**src/hw/rtl/kfpv_pkg.sv**
```systemverilog
// Shared types and the micro-program of the two-state Kalman filter sequencer.
// No dependencies; used by kalman_filter_position_velocity_top.
`timescale 1ns / 1ps
`default_nettype none
package kfpv_pkg;

    localparam int SLOT_W    = 5;
    localparam int RAM_DEPTH = 32;
    localparam int PC_W      = 6;
    localparam int CFG_IDX_W = 4;
    localparam int NUM_REGS  = 8;

    // register indexes of the configuration port
    localparam logic [CFG_IDX_W-1:0] REG_DT   = 4'd0;
    localparam logic [CFG_IDX_W-1:0] REG_Q    = 4'd1;
    localparam logic [CFG_IDX_W-1:0] REG_R    = 4'd2;
    localparam logic [CFG_IDX_W-1:0] REG_IPOS = 4'd3;
    localparam logic [CFG_IDX_W-1:0] REG_IVEL = 4'd4;
    localparam logic [CFG_IDX_W-1:0] REG_IPP  = 4'd5;
    localparam logic [CFG_IDX_W-1:0] REG_IPV  = 4'd6;
    localparam logic [CFG_IDX_W-1:0] REG_IVV  = 4'd7;

    typedef logic [SLOT_W-1:0] t_slot;

    typedef enum logic [3:0] {
        OP_LDC, OP_ADD, OP_SUB, OP_MUL, OP_DIV, OP_HALF, OP_OMK, OP_BLE, OP_OUT
    } t_op;

    typedef struct packed {
        t_op   op;
        t_slot dst;
        t_slot a;
        t_slot b;
    } t_uop;

    // scratch RAM slots; the first six hold the filter state
    localparam t_slot SL_POS = 5'd0;
    localparam t_slot SL_VEL = 5'd1;
    localparam t_slot SL_PP  = 5'd2;
    localparam t_slot SL_PV  = 5'd3;
    localparam t_slot SL_VP  = 5'd4;
    localparam t_slot SL_VV  = 5'd5;
    localparam t_slot SL_DT  = 5'd6;
    localparam t_slot SL_Q   = 5'd7;
    localparam t_slot SL_R   = 5'd8;
    localparam t_slot SL_Z   = 5'd9;
    localparam t_slot SL_DT2 = 5'd10;
    localparam t_slot SL_DT3 = 5'd11;
    localparam t_slot SL_DT4 = 5'd12;
    localparam t_slot SL_Q11 = 5'd13;
    localparam t_slot SL_Q12 = 5'd14;
    localparam t_slot SL_Q22 = 5'd15;
    localparam t_slot SL_T1  = 5'd16;
    localparam t_slot SL_T2  = 5'd17;
    localparam t_slot SL_T3  = 5'd18;
    localparam t_slot SL_A11 = 5'd19;
    localparam t_slot SL_A12 = 5'd20;
    localparam t_slot SL_A21 = 5'd21;
    localparam t_slot SL_A22 = 5'd22;
    localparam t_slot SL_S   = 5'd23;
    localparam t_slot SL_XP  = 5'd24;
    localparam t_slot SL_Y   = 5'd25;
    localparam t_slot SL_K1  = 5'd26;
    localparam t_slot SL_K2  = 5'd27;
    localparam t_slot SL_OMK = 5'd28;

    // constant sources for OP_LDC, carried in the a field
    localparam t_slot CS_DT   = 5'd0;
    localparam t_slot CS_Q    = 5'd1;
    localparam t_slot CS_R    = 5'd2;
    localparam t_slot CS_Z    = 5'd3;
    localparam t_slot CS_IPOS = 5'd4;
    localparam t_slot CS_IVEL = 5'd5;
    localparam t_slot CS_IPP  = 5'd6;
    localparam t_slot CS_IPV  = 5'd7;
    localparam t_slot CS_IVV  = 5'd8;

    localparam logic [PC_W-1:0] PC_RUN = 6'd6;
    localparam logic [PC_W-1:0] PC_OUT = 6'd49;

    function automatic t_uop mk(input t_op op, input t_slot d, input t_slot a, input t_slot b);
        t_uop u;
        u.op  = op;
        u.dst = d;
        u.a   = a;
        u.b   = b;
        return u;
    endfunction

    function automatic t_uop prog(input logic [PC_W-1:0] pc);
        t_uop u;
        unique case (pc)
            // reload of the state from the initial-value registers
            6'd0:  u = mk(OP_LDC, SL_POS, CS_IPOS, SL_POS);
            6'd1:  u = mk(OP_LDC, SL_VEL, CS_IVEL, SL_POS);
            6'd2:  u = mk(OP_LDC, SL_PP,  CS_IPP,  SL_POS);
            6'd3:  u = mk(OP_LDC, SL_PV,  CS_IPV,  SL_POS);
            6'd4:  u = mk(OP_LDC, SL_VP,  CS_IPV,  SL_POS);
            6'd5:  u = mk(OP_LDC, SL_VV,  CS_IVV,  SL_POS);
            // per-item operands
            6'd6:  u = mk(OP_LDC, SL_DT,  CS_DT,   SL_POS);
            6'd7:  u = mk(OP_LDC, SL_Q,   CS_Q,    SL_POS);
            6'd8:  u = mk(OP_LDC, SL_R,   CS_R,    SL_POS);
            6'd9:  u = mk(OP_LDC, SL_Z,   CS_Z,    SL_POS);
            // process noise terms
            6'd10: u = mk(OP_MUL, SL_DT2, SL_DT,  SL_DT);
            6'd11: u = mk(OP_MUL, SL_DT3, SL_DT2, SL_DT);
            6'd12: u = mk(OP_MUL, SL_DT4, SL_DT3, SL_DT);
            6'd13: u = mk(OP_MUL, SL_Q11, SL_Q,   SL_DT4);
            6'd14: u = mk(OP_HALF, SL_Q11, SL_Q11, SL_Q11);
            6'd15: u = mk(OP_HALF, SL_Q11, SL_Q11, SL_Q11);
            6'd16: u = mk(OP_MUL, SL_Q12, SL_Q,   SL_DT3);
            6'd17: u = mk(OP_HALF, SL_Q12, SL_Q12, SL_Q12);
            6'd18: u = mk(OP_MUL, SL_Q22, SL_Q,   SL_DT2);
            // predicted covariance
            6'd19: u = mk(OP_MUL, SL_T1,  SL_DT,  SL_VP);
            6'd20: u = mk(OP_ADD, SL_A11, SL_PP,  SL_T1);
            6'd21: u = mk(OP_MUL, SL_T2,  SL_DT,  SL_VV);
            6'd22: u = mk(OP_ADD, SL_T3,  SL_PV,  SL_T2);
            6'd23: u = mk(OP_MUL, SL_T1,  SL_DT,  SL_T3);
            6'd24: u = mk(OP_ADD, SL_A11, SL_A11, SL_T1);
            6'd25: u = mk(OP_ADD, SL_A11, SL_A11, SL_Q11);
            6'd26: u = mk(OP_ADD, SL_A12, SL_T3,  SL_Q12);
            6'd27: u = mk(OP_ADD, SL_T1,  SL_VP,  SL_T2);
            6'd28: u = mk(OP_ADD, SL_A21, SL_T1,  SL_Q12);
            6'd29: u = mk(OP_ADD, SL_A22, SL_VV,  SL_Q22);
            6'd30: u = mk(OP_ADD, SL_S,   SL_A11, SL_R);
            6'd31: u = mk(OP_BLE, SL_S,   SL_S,   SL_S);
            // correction
            6'd32: u = mk(OP_MUL, SL_T1,  SL_DT,  SL_VEL);
            6'd33: u = mk(OP_ADD, SL_XP,  SL_POS, SL_T1);
            6'd34: u = mk(OP_SUB, SL_Y,   SL_Z,   SL_XP);
            6'd35: u = mk(OP_DIV, SL_K1,  SL_A11, SL_S);
            6'd36: u = mk(OP_DIV, SL_K2,  SL_A21, SL_S);
            6'd37: u = mk(OP_OMK, SL_OMK, SL_K1,  SL_K1);
            6'd38: u = mk(OP_MUL, SL_T1,  SL_K1,  SL_Y);
            6'd39: u = mk(OP_ADD, SL_POS, SL_XP,  SL_T1);
            6'd40: u = mk(OP_MUL, SL_T1,  SL_K2,  SL_Y);
            6'd41: u = mk(OP_ADD, SL_VEL, SL_VEL, SL_T1);
            6'd42: u = mk(OP_MUL, SL_PP,  SL_OMK, SL_A11);
            6'd43: u = mk(OP_MUL, SL_PV,  SL_OMK, SL_A12);
            6'd44: u = mk(OP_MUL, SL_T1,  SL_K2,  SL_A11);
            6'd45: u = mk(OP_SUB, SL_VP,  SL_A21, SL_T1);
            6'd46: u = mk(OP_MUL, SL_T1,  SL_K2,  SL_A12);
            6'd47: u = mk(OP_SUB, SL_VV,  SL_A22, SL_T1);
            6'd48: u = mk(OP_OUT, SL_POS, SL_POS, SL_VEL);
            6'd49: u = mk(OP_OUT, SL_POS, SL_POS, SL_VEL);
            default: u = mk(OP_OUT, SL_POS, SL_POS, SL_VEL);
        endcase
        return u;
    endfunction

endpackage
`default_nettype wire

```
**src/hw/rtl/kfpv_ram.sv**
```systemverilog
// Generic single-write, dual-read RAM with registered read data.
// No dependencies.
`timescale 1ns / 1ps
`default_nettype none
module kfpv_ram #(
    parameter int WIDTH = 32,
    parameter int DEPTH = 32
) (
    input  wire logic                     i_clk,
    input  wire logic                     i_we,
    input  wire logic [$clog2(DEPTH)-1:0] i_waddr,
    input  wire logic [WIDTH-1:0]         i_wdata,
    input  wire logic [$clog2(DEPTH)-1:0] i_raddr_a,
    input  wire logic [$clog2(DEPTH)-1:0] i_raddr_b,
    output logic      [WIDTH-1:0]         o_rdata_a,
    output logic      [WIDTH-1:0]         o_rdata_b
);
    logic [WIDTH-1:0] r_mem [DEPTH];

    always_ff @(posedge i_clk) begin
        if (i_we) begin
            r_mem[i_waddr] <= i_wdata;
        end
        o_rdata_a <= r_mem[i_raddr_a];
        o_rdata_b <= r_mem[i_raddr_b];
    end
endmodule
`default_nettype wire

```
**src/hw/rtl/kalman_filter_position_velocity_top.sv**
```systemverilog
// Two-state constant-velocity Kalman filter: sequencer, shared arithmetic unit,
// configuration registers. Depends on kfpv_pkg and kfpv_ram.
//
// Usage:
//   s_axis carries one position measurement per transfer (tdata[31:0], Q16.16).
//   m_axis returns one result per measurement: tdata holds position_est in the
//   low DATA_WIDTH bits and velocity_est above it; tuser[0] is the sat flag.
//   Configuration registers are written through i_cfg_we / i_cfg_idx /
//   i_cfg_data while the block is idle; every write to a valid index reloads
//   the state from the initial-value registers on the next measurement.
//   The micro-program runs on one arithmetic unit: a plain step passes through
//   fetch, execute and write-back, the branch and output steps through fetch
//   and execute only; each of the 16 multiplies adds four partial products and
//   a rounding state, each of the 2 divides a quotient loop (one quotient bit
//   per cycle) and a final state. A reload adds six load steps. s_axis_tready
//   is high only while the sequencer is idle, so a new measurement is taken
//   only after the run for the last one has ended.
//   A finished result waits in the output register; a stalled receiver holds
//   the next run at its final step until the register is free.
//   Reset restores the register defaults and marks the state for reload.
`timescale 1ns / 1ps
`default_nettype none
module kalman_filter_position_velocity_top #(
    parameter int DATA_WIDTH = 32,
    parameter int FRAC_BITS  = 16
) (
    input  wire logic                            i_clk,
    input  wire logic                            i_rst_n,
    input  wire logic                            i_cfg_we,
    input  wire logic [kfpv_pkg::CFG_IDX_W-1:0]  i_cfg_idx,
    input  wire logic [31:0]                     i_cfg_data,
    input  wire logic                            s_axis_tvalid,
    output logic                                 s_axis_tready,
    input  wire logic [31:0]                     s_axis_tdata,   // measurement
    output logic                                 m_axis_tvalid,
    input  wire logic                            m_axis_tready,
    // position_est, velocity_est
    output logic [((2*DATA_WIDTH+7)/8)*8-1:0]    m_axis_tdata,
    output logic [0:0]                           m_axis_tuser    // sat
);
    import kfpv_pkg::*;

    localparam int W      = DATA_WIDTH;
    localparam int F      = FRAC_BITS;
    localparam int OUT_TW = ((2*W+7)/8)*8;
    localparam int H      = (W+1)/2;
    localparam int ACC_W  = 2*W;
    localparam int QW     = W+F;
    localparam int DCW    = $clog2(QW);
    localparam int MW     = (ACC_W > QW) ? ACC_W : QW;
    localparam int OW     = ((F+2 > W) ? F+2 : W) + 1;
    localparam int CLW    = (OW > 34) ? OW : 34;

    typedef enum logic [2:0] {
        S_IDLE, S_FETCH, S_EXEC, S_MUL, S_MRND, S_DIV, S_DFIN, S_WB
    } t_state;

    // configuration registers
    logic [16:0] r_dt;
    logic [30:0] r_q, r_r, r_ipp, r_ivv;
    logic [31:0] r_ipos, r_ivel, r_ipv;
    logic        r_dirty;

    // sequencer and unit
    t_state               r_state;
    logic [PC_W-1:0]      r_pc;
    logic [31:0]          r_z;
    logic                 r_sat;
    logic [W-1:0]         r_res;
    logic                 r_neg;
    logic [W-1:0]         r_mx, r_my;
    logic [1:0]           r_mcnt;
    logic [ACC_W-1:0]     r_acc;
    logic [QW-1:0]        r_quo;
    logic [W-1:0]         r_rem;
    logic [W-1:0]         r_dvs;
    logic [DCW-1:0]       r_dcnt;
    logic                 r_mv;
    logic [OUT_TW-1:0]    r_od;
    logic                 r_ou;

    t_uop                 uop;
    logic [W-1:0]         ram_a, ram_b;
    logic signed [W-1:0]  opa, opb;
    logic                 in_xfer;
    logic                 out_load;

    function automatic logic [W:0] clamp_s(input logic signed [CLW-1:0] v);
        logic signed [CLW-1:0] vmax, vmin;
        vmax = $signed((CLW'(1) << (W-1)) - CLW'(1));
        vmin = ~vmax;
        if (v > vmax) return {1'b1, vmax[W-1:0]};
        if (v < vmin) return {1'b1, vmin[W-1:0]};
        return {1'b0, v[W-1:0]};
    endfunction

    function automatic logic [W-1:0] mag(input logic signed [W-1:0] v);
        return v[W-1] ? W'(-v) : W'(v);
    endfunction

    function automatic logic [W:0] sat_mag(input logic [MW-1:0] m, input logic neg);
        logic [MW-1:0] lim, mm;
        lim = neg ? (MW'(1) << (W-1)) : ((MW'(1) << (W-1)) - MW'(1));
        mm  = (m > lim) ? lim : m;
        return {m > lim, W'(MW'(0) - mm) & {W{neg}} | W'(mm) & {W{~neg}}};
    endfunction

    // ---------------------------------------------------------------- config
    always_ff @(posedge i_clk) begin
        if (!i_rst_n) begin
            r_dt    <= 17'd655;
            r_q     <= 31'd65536;
            r_r     <= 31'd65536;
            r_ipos  <= '0;
            r_ivel  <= '0;
            r_ipp   <= 31'd65536;
            r_ipv   <= '0;
            r_ivv   <= 31'd65536;
            r_dirty <= 1'b1;
        end else begin
            if (i_cfg_we && (i_cfg_idx < CFG_IDX_W'(NUM_REGS))) begin
                r_dirty <= 1'b1;
            end else if (in_xfer) begin
                r_dirty <= 1'b0;
            end
            if (i_cfg_we) begin
                unique case (i_cfg_idx)
                    REG_DT:   r_dt   <= i_cfg_data[16:0];
                    REG_Q:    r_q    <= i_cfg_data[30:0];
                    REG_R:    r_r    <= i_cfg_data[30:0];
                    REG_IPOS: r_ipos <= i_cfg_data;
                    REG_IVEL: r_ivel <= i_cfg_data;
                    REG_IPP:  r_ipp  <= i_cfg_data[30:0];
                    REG_IPV:  r_ipv  <= i_cfg_data;
                    REG_IVV:  r_ivv  <= i_cfg_data[30:0];
                    default: ;
                endcase
            end
        end
    end

    // ------------------------------------------------------------- datapath
    assign uop      = prog(r_pc);
    assign opa      = $signed(ram_a);
    assign opb      = $signed(ram_b);
    assign in_xfer  = s_axis_tvalid && s_axis_tready;
    assign out_load = (r_state == S_EXEC) && (uop.op == OP_OUT) && (!r_mv || m_axis_tready);

    kfpv_ram #(
        .WIDTH (W),
        .DEPTH (RAM_DEPTH)
    ) u_ram (
        .i_clk     (i_clk),
        .i_we      (r_state == S_WB),
        .i_waddr   (uop.dst),
        .i_wdata   (r_res),
        .i_raddr_a (uop.a),
        .i_raddr_b (uop.b),
        .o_rdata_a (ram_a),
        .o_rdata_b (ram_b)
    );

    logic [W:0]        n_ldc, n_add, n_sub, n_omk, n_mrnd, n_dfin;
    logic [W-1:0]      n_half;
    logic signed [W:0] half_t;
    logic [H-1:0]      pa, pb;
    logic [2*H-1:0]    pprod;
    logic [ACC_W-1:0]  pshift;
    logic [W-1:0]      rem2;
    logic              rem_ge;

    always_comb begin
        unique case (uop.a)
            CS_DT:   n_ldc = clamp_s(CLW'($signed({16'b0, r_dt})));
            CS_Q:    n_ldc = clamp_s(CLW'($signed({2'b0, r_q})));
            CS_R:    n_ldc = clamp_s(CLW'($signed({2'b0, r_r})));
            CS_Z:    n_ldc = clamp_s(CLW'($signed({r_z[31], r_z})));
            CS_IPOS: n_ldc = clamp_s(CLW'($signed({r_ipos[31], r_ipos})));
            CS_IVEL: n_ldc = clamp_s(CLW'($signed({r_ivel[31], r_ivel})));
            CS_IPP:  n_ldc = clamp_s(CLW'($signed({2'b0, r_ipp})));
            CS_IPV:  n_ldc = clamp_s(CLW'($signed({r_ipv[31], r_ipv})));
            CS_IVV:  n_ldc = clamp_s(CLW'($signed({2'b0, r_ivv})));
            default: n_ldc = '0;
        endcase
    end

    assign n_add  = clamp_s(CLW'(opa) + CLW'(opb));
    assign n_sub  = clamp_s(CLW'(opa) - CLW'(opb));
    assign n_omk  = clamp_s($signed(CLW'(1) << F) - CLW'(opa));
    // truncate toward zero: bias negative values by one before the shift
    assign half_t = $signed({opa[W-1], opa}) + $signed({{W{1'b0}}, opa[W-1]});
    assign n_half = W'(half_t >>> 1);

    // partial products: low*low, low*high, high*low, high*high
    assign pa    = r_mcnt[1] ? H'(r_mx >> H) : H'(r_mx);
    assign pb    = r_mcnt[0] ? H'(r_my >> H) : H'(r_my);
    assign pprod = pa * pb;
    always_comb begin
        case (r_mcnt)
            2'd0:    pshift = ACC_W'(pprod);
            2'd3:    pshift = ACC_W'(pprod) << (2*H);
            default: pshift = ACC_W'(pprod) << H;
        endcase
    end
    assign n_mrnd = sat_mag(MW'((r_acc + (ACC_W'(1) << (F-1))) >> F), r_neg);

    assign rem2   = {r_rem[W-2:0], r_quo[QW-1]};
    assign rem_ge = rem2 >= r_dvs;
    assign n_dfin = sat_mag(MW'(r_quo), r_neg);

    // ------------------------------------------------------------ sequencer
    always_ff @(posedge i_clk) begin
        if (!i_rst_n) begin
            r_state <= S_IDLE;
            r_pc    <= '0;
            r_sat   <= 1'b0;
            r_mv    <= 1'b0;
        end else begin
            if (out_load) begin
                r_mv <= 1'b1;
            end else if (m_axis_tready) begin
                r_mv <= 1'b0;
            end
            unique case (r_state)
                S_IDLE: begin
                    if (in_xfer) begin
                        r_z     <= s_axis_tdata;
                        r_pc    <= r_dirty ? '0 : PC_RUN;
                        r_sat   <= 1'b0;
                        r_state <= S_FETCH;
                    end
                end
                S_FETCH: r_state <= S_EXEC;
                S_EXEC: begin
                    case (uop.op)
                        OP_LDC: begin
                            r_res   <= n_ldc[W-1:0];
                            r_state <= S_WB;
                        end
                        OP_ADD: begin
                            r_res   <= n_add[W-1:0];
                            r_sat   <= r_sat | n_add[W];
                            r_state <= S_WB;
                        end
                        OP_SUB: begin
                            r_res   <= n_sub[W-1:0];
                            r_sat   <= r_sat | n_sub[W];
                            r_state <= S_WB;
                        end
                        OP_OMK: begin
                            r_res   <= n_omk[W-1:0];
                            r_sat   <= r_sat | n_omk[W];
                            r_state <= S_WB;
                        end
                        OP_HALF: begin
                            r_res   <= n_half;
                            r_state <= S_WB;
                        end
                        OP_MUL: begin
                            r_neg   <= opa[W-1] ^ opb[W-1];
                            r_mx    <= mag(opa);
                            r_my    <= mag(opb);
                            r_acc   <= '0;
                            r_mcnt  <= '0;
                            r_state <= S_MUL;
                        end
                        OP_DIV: begin
                            r_neg   <= opa[W-1];
                            r_quo   <= QW'(mag(opa)) << F;
                            r_rem   <= '0;
                            r_dvs   <= ram_b;
                            r_dcnt  <= '0;
                            r_state <= S_DIV;
                        end
                        OP_BLE: begin
                            // innovation variance not positive: keep state, flag it
                            if (opa <= 0) begin
                                r_sat <= 1'b1;
                                r_pc  <= PC_OUT;
                            end else begin
                                r_pc  <= r_pc + 1'b1;
                            end
                            r_state <= S_FETCH;
                        end
                        default: begin
                            // hold the run here until the output register is free
                            if (out_load) begin
                                r_od    <= OUT_TW'({ram_b, ram_a});
                                r_ou    <= r_sat;
                                r_state <= S_IDLE;
                            end
                        end
                    endcase
                end
                S_MUL: begin
                    r_acc  <= r_acc + pshift;
                    r_mcnt <= r_mcnt + 1'b1;
                    if (r_mcnt == 2'd3) begin
                        r_state <= S_MRND;
                    end
                end
                S_MRND: begin
                    r_res   <= n_mrnd[W-1:0];
                    r_sat   <= r_sat | n_mrnd[W];
                    r_state <= S_WB;
                end
                S_DIV: begin
                    r_rem  <= rem_ge ? rem2 - r_dvs : rem2;
                    r_quo  <= {r_quo[QW-2:0], rem_ge};
                    r_dcnt <= r_dcnt + 1'b1;
                    if (r_dcnt == DCW'(QW-1)) begin
                        r_state <= S_DFIN;
                    end
                end
                S_DFIN: begin
                    r_res   <= n_dfin[W-1:0];
                    r_sat   <= r_sat | n_dfin[W];
                    r_state <= S_WB;
                end
                S_WB: begin
                    r_pc    <= r_pc + 1'b1;
                    r_state <= S_FETCH;
                end
                default: r_state <= S_IDLE;
            endcase
        end
    end

    assign s_axis_tready = (r_state == S_IDLE);
    assign m_axis_tvalid = r_mv;
    assign m_axis_tdata  = r_od;
    assign m_axis_tuser  = r_ou;

endmodule
`default_nettype wire

```
**config.mk**
```make
export PLATFORM = sky130hd
export DESIGN_NAME = kalman_filter_position_velocity_top
export DESIGN_NICKNAME = d
export VERILOG_FILES = /design/src/hw/rtl/kfpv_pkg.sv /design/src/hw/rtl/kfpv_ram.sv /design/src/hw/rtl/kalman_filter_position_velocity_top.sv
export SDC_FILE = /design/constraint.sdc
export NUM_CORES = 2
export LEC_CHECK = 0
export ABC_AREA = 1
export BUFFER_PORTS_ARGS = -buffer_cell sky130_fd_sc_hd__buf_4
export CAP_MARGIN = 30
export CORE_ASPECT_RATIO = 1.1
export CORE_UTILIZATION = 35
export DETAILED_ROUTE_END_ITERATION = 16
export MAX_ROUTING_LAYER = met4
export PLACE_DENSITY = 0.47
export SLEW_MARGIN = 25
export SYNTH_ARGS = -nofsm -noshare
export SYNTH_HDL_FRONTEND = slang
export SYNTH_HIERARCHICAL = 1
export SYNTH_SLANG_ARGS = --single-unit
```
**constraint.sdc**
```tcl
create_clock -name i_clk -period 14.99 [get_ports i_clk]
set_input_delay 0.7495 -clock i_clk [delete_from_list [all_inputs] [get_ports i_clk]]
set_output_delay 0.7495 -clock i_clk [all_outputs]
set_load 0.01 [all_outputs]
```
* After elaboration in Yosys (flattened, before gate mapping)
Memories as Yosys holds them, arrays and structs flattened. A register that Yosys moved wholly into a read port is not among the register bits.
Cells that the tools add are included.
W data, S select, Z words.
** Word-level totals
- Flip-flop bits (word level) :: 626
- Memory bits (writable) :: 1024
- ROM bits :: 1216
- Input bits :: 73
- Output and inout bits :: 67
- Memories kept :: 2
** Memories
- (no name shown) :: depth 64, width 19, rd ports 1, clocked after memory_dff 1, write ports 0, RTL line kfpv_pkg.sv:92 : unique case (pc)
- u_ram.r_mem :: depth 32, width 32, rd ports 2, clocked after memory_dff 2, write ports 1, RTL line kfpv_ram.sv:18 : logic [WIDTH-1:0] r_mem [DEPTH];
** Cells by class
- Add/sub/neg operators :: 14
- Multipliers :: 1
- $lt $le $gt $ge :: 19
- Eq/ne operators :: 42
- Muxes and demuxes :: 101
- Bitwise logic cells :: 15
- Reductions and logical operators :: 41
** Operators by type and width (number)
- $mux W32 :: 20
- $mux W33 :: 12
- $pmux W32 S9 :: 1
- $pmux W64 S2 :: 2
- $pmux W32 S5 :: 1
- $and A32 B32 Y32 :: 4
- $gt A32 B32 Y1 const B :: 4
- $lt A32 B32 Y1 const B :: 4
- $gt A33 B32 Y1 const B :: 3
- $lt A33 B32 Y1 const B :: 3
- $gt A48 B32 Y1 :: 2
- $pmux W32 S3 :: 1
- $pmux W48 S2 :: 1
- $mux W31 :: 3
- $add A64 B16 Y64 const B :: 1
- $add A64 B64 Y64 :: 1
- $mux W64 :: 1
- $neg A32 Y32 :: 2
- $or A32 B32 Y32 :: 2
- $sub A1 B32 Y32 const A :: 2
- $pmux W31 S2 :: 1
- $mux W48 :: 1
- $mux W6 :: 6
- $mux W1 :: 35
- other kinds (59) :: 120

* Depth between registers and ports, before layout
- Word-level depth :: 10
- Gate-level depth with buffers :: 50

* Modules after synthesis
The synthesis kept the hierarchy.
** Modules (own cells, without submodules)
- kfpv_ram :: instances 1, cells an instance 5999, area each 53790.3 sq um
- kalman_filter_position_velocity_top :: instances 1, cells an instance 7350, area each 53423.7 sq um

* Worst setup path before layout
Ideal clock, no wire load.
- Path kind :: input to register
- Start point :: input port i_rst_n
- End point :: register r_acc[0], enable pin
- Arrival time :: 11.353 ns
- Path slack :: 2.795 ns
- Stages :: 3
- Buffers on the path :: 1
- Cell sequence :: clkbuf_1 > inv_1 > a2111oi_0
** Between the ends
- Longest elaborated chain between the ends :: 1
** Ends and longest elaborated chain
- from (decl) :: RTL line kalman_filter_position_velocity_top.sv:28 : input wire logic i_rst_n,
- $reduce_and A3 Y1 (no line)
- to (signal assigned) :: RTL line kalman_filter_position_velocity_top.sv:296 : r_acc <= r_acc + pshift;
- to (decl) :: RTL line kalman_filter_position_velocity_top.sv:73 : logic [ACC_W-1:0] r_acc;
No other way between the ends.
A chain may end at the register's enable or synchronous reset.

* Worst setup path after layout
- Start point :: register r_mcnt[1]
- End point :: register r_acc[59], data pin
** Between the ends
- Longest elaborated chain between the ends :: 5
- Elaborated cells between the ends (all ways) :: 7
** Ends and longest elaborated chain
- from (decl) :: RTL line kalman_filter_position_velocity_top.sv:72 : logic [1:0] r_mcnt;
- from (signal assigned) :: RTL line kalman_filter_position_velocity_top.sv:297 : r_mcnt <= r_mcnt + 1'b1;
- $mux W16 :: RTL line kalman_filter_position_velocity_top.sv:195 : assign pa = r_mcnt[1] ? H'(r_mx >> H) : H'(r_mx);
- $mul A16 B16 Y32 :: RTL line kalman_filter_position_velocity_top.sv:197 : assign pprod = pa * pb;
- $pmux W64 S2 * :: RTL line kalman_filter_position_velocity_top.sv:199 : case (r_mcnt)
- $add A64 B64 Y64 * :: RTL line kalman_filter_position_velocity_top.sv:296
- $pmux W64 S2 * :: RTL line kalman_filter_position_velocity_top.sv:224 : unique case (r_state)
Mark *: on every way between the ends. The rest lies on a longest branch, timed or not.

==> results.json <==
{
  "via_per_inst": 5.517,
  "peakVddDrop_mv": 0.3996,
  "place_ws_ps": 4324,
  "fin_ws_ps": 4270,
  "die_y_um": 582.5,
  "postSynthAreaPerCell_sq_um": 8.032,
  "cp.required_ps": 15600,
  "reg2reg_slack_ps": 4270,
  "fmaxAchievable_ghz": 0.09328,
  "antenna_found_initial": 16,
  "hold_buffers": 28,
  "worst_slew_pin_slew_ps": 1140,
  "drtPass1Iterations": 8,
  "core_sq_um": 304000,
  "dpl-instance-area_sq_um": 111500,
  "grt_pass1_vias": 93301,
  "slew_headroom_pct": 23.56,
  "cts_resized": 0,
  "synth_area_leaders": "edfxtp_1 (39%), nand2_1 (15%), nand3_1 (8.7%)",
  "ios": 140,
  "period_needed_ps": 10720,
  "drcViolationCount": 0,
  "yosys.area.top_type": "edfxtp_1",
  "yosysTopAreaCellShare_pct": 39.24,
  "setup_viol": 0,
  "criticalPathCategory": "flop to flop",
  "p_int_w": 0.01426,
  "synth_edf_count": 1401,
  "syn-num-nets": 13970,
  "num-nets-final": 13859,
  "tns_ps": 0,
  "fillers": 30934,
  "finalCritPeriodShare_pct": 71.52,
  "yosysMostFrequentCell": "nand2_1",
  "area_growth_pct": 10.77,
  "clk_pin_slew_worst_paths_ps": 50,
  "crit_fanout": 18,
  "slew_violations": 0,
  "yosys_warnings": 6,
  "ctsLongestPathBuffers": 4,
  "routabilityCongestion": 0.9968,
  "p_switching_w": 0.01697,
  "status": "finished, final reports clean",
  "clk_latency_ps": 920,
  "vias": 96472,
  "antenna_left": 0,
  "async_flop_share_pct": 0,
  "start_kind": "flop",
  "hp-class": "input pin to flop",
  "root_buffer": "clkbuf_16",
  "fin_area_sq_um": 118800,
  "max_stage_delay_ps": 730,
  "rsz0062_at_grt": "no",
  "switching_share_pct": 54.34,
  "seqPwrFrac_pct": 20.8,
  "cellPowerDensity_nw_per_um2": 262.9,
  "p_leak_nw": 49.71,
  "ys_ff_latch": 1733,
  "yosysSeqAreaShare_pct": 45.44,
  "drive_above_1_share_pct": 6.571,
  "grt_max_degree": 164,
  "drtIter0Drc": 9849,
  "critPathArrivalTime_ps": 11330,
  "whs_ps": 63.35,
  "htree_levels": 4,
  "io_buffers": 139,
  "grt_first_pass_wirelength_um": 662800,
  "cp-end-kind": "flop",
  "dp_hpwl_um": 302800,
  "p_clk_share_pct": 16.2,
  "crit_top_cell": "o21ai_0",
  "syn-cell-area_sq_um": 107200,
  "synthCells": 13349,
  "wl_per_cell_um": 26.54,
  "chipWidth_um": 529.7,
  "gr-usage-all-layers_pct": 30.23,
  "wl_um": 464100,
  "finClkSkew_ps": 90.75,
  "crit_slowest_cell": "edfxtp_1",
  "post_cts_buffers": 0,
  "start_util_pct": 35.27,
  "cts-buffers-inserted": 202,
  "fp-row-count": 212,
  "combPwrFrac_pct": 63.1,
  "cts_sinks": 1733,
  "die-area_sq_um": 308500,
  "cts_tree": "done",
  "maxCapViolations": 0,
  "yosys_most_used_dff": "edfxtp_1",
  "finalHoldViolCount": 0,
  "synth_cell_types": 66,
  "synthTopCellsByCount": "nand2_1 (4264), nand3_1 (1868), edfxtp_1 (1401)",
  "grt_overflow": 0
}
==> layer usage <==
metal	global-route usage (%)	up-vias	wire length, um
met3	3.481	986	29880
met5	-	-	0
met4	14.07	0	24830
li1	-	44405	-
met1	37.13	46913	188200
met2	49.57	4168	221100
==> placed cells by master (no fill, tap or decap), types with 55 or more instances in the layout <==
master	count
ha_1	350
xor2_1	139
o21ai_0	576
nor3_1	69
nand3_1	1867
xnor2_1	55
edfxtp_1	1401
clkbuf_16	208
a31oi_1	63
buf_4	318
inv_1	975
nor2_1	1138
nand4_1	101
a21oi_1	490
fa_1	198
nand2_1	4264
dfxtp_1	322
a221oi_1	64
==> worst max-delay path: cells and delay by family, from the launching register on <==
kind | cells | cell delay (ps)
adders and majority gates | 8 | 3620
AOI/OAI and AO/OA | 16 | 3460
buffers and inverters | 6 | 1200
and+or+nand+nor | 5 | 1060
DFF | 1 | 730
xor gates and xnor gates | 1 | 340
==> per-stage QoR <==
stage | util (%) | instances | total power, W
2_1_floorplan | - | 13349 | 0.01861
3_3_place_gp | 36.59 | 17034 | 0.02604
3_5_place_dp | 36.69 | 17055 | 0.02596
4_1_cts | 38.97 | 17456 | 0.03111
5_1_grt | 39.07 | 17481 | 0.03329
6_report | 39.07 | 17487 | 0.03123
==> power by group through the flow <==
stage	logic, W	clock network, W	registers [W]
final	0.0197	0.00505	0.00648
after global routing	0.0215	0.00532	0.00649
after CTS	0.0194	0.00515	0.00656
after detailed placement	0.0193	0	0.00666
after global placement	0.0193	0	0.00673
after floorplan	0.0123	0	0.00630
==> state kept, by name, summed over array words and instances, names as in the netlist, 32 cells and up <==
name and cells:
m_axis_tdata 64, r_acc 64, r_dvs 32, r_ipos 32, r_ipv 32, r_ivel 32
r_mx 32, r_my 32, r_quo 48, r_res 32, r_z 32, u_ram/o_rdata_a 32
u_ram/o_rdata_b 32, u_ram/r_mem 1024
==> path summary, 6_finish.rpt <==
path | startpoint | endpoint | depth (start not counted)
max | r_mcnt[1]$_SDFFCE_PP0P_ | r_acc[59]$_SDFFCE_PP0P_ | 36
min | s_axis_tdata[4] | r_z[4]$_DFFE_PP_ | 1
max reg2reg | r_mcnt[1]$_SDFFCE_PP0P_ | r_acc[59]$_SDFFCE_PP0P_ | 36
min reg2reg | r_ivv[24]$_SDFFE_PN0P_ | r_ivv[24]$_SDFFE_PN0P_ | 2
==> area by class of cell <==
class / count / area, sq um / share of cell area [%]
multi-input cells: 9887 / 50890 / 42.85
flip-flops and latches: 1733 / 48750 / 41.05
clock buffers: 273 / 5639 / 4.748
well taps: 4066 / 5087 / 4.284
inverters: 1018 / 3890 / 3.275
repair buffers: 396 / 3460 / 2.913
clock inverters: 100 / 1016 / 0.8554
diodes: 14 / 35.03 / 0.02950
==> cells by family after synthesis <==
logic type / after synthesis / synth area share (%)
buffers and inverters: 1729 / 7.442
AOI/OAI and AO/OA: 1463 / 7.688
DFF: 1733 / 45.44
xor gates and xnor gates: 195 / 1.600
adders and majority gates: 548 / 7.782
and+or+nand+nor: 7681 / 30.05
Note: power is estimated with default switching activity, not from simulation.
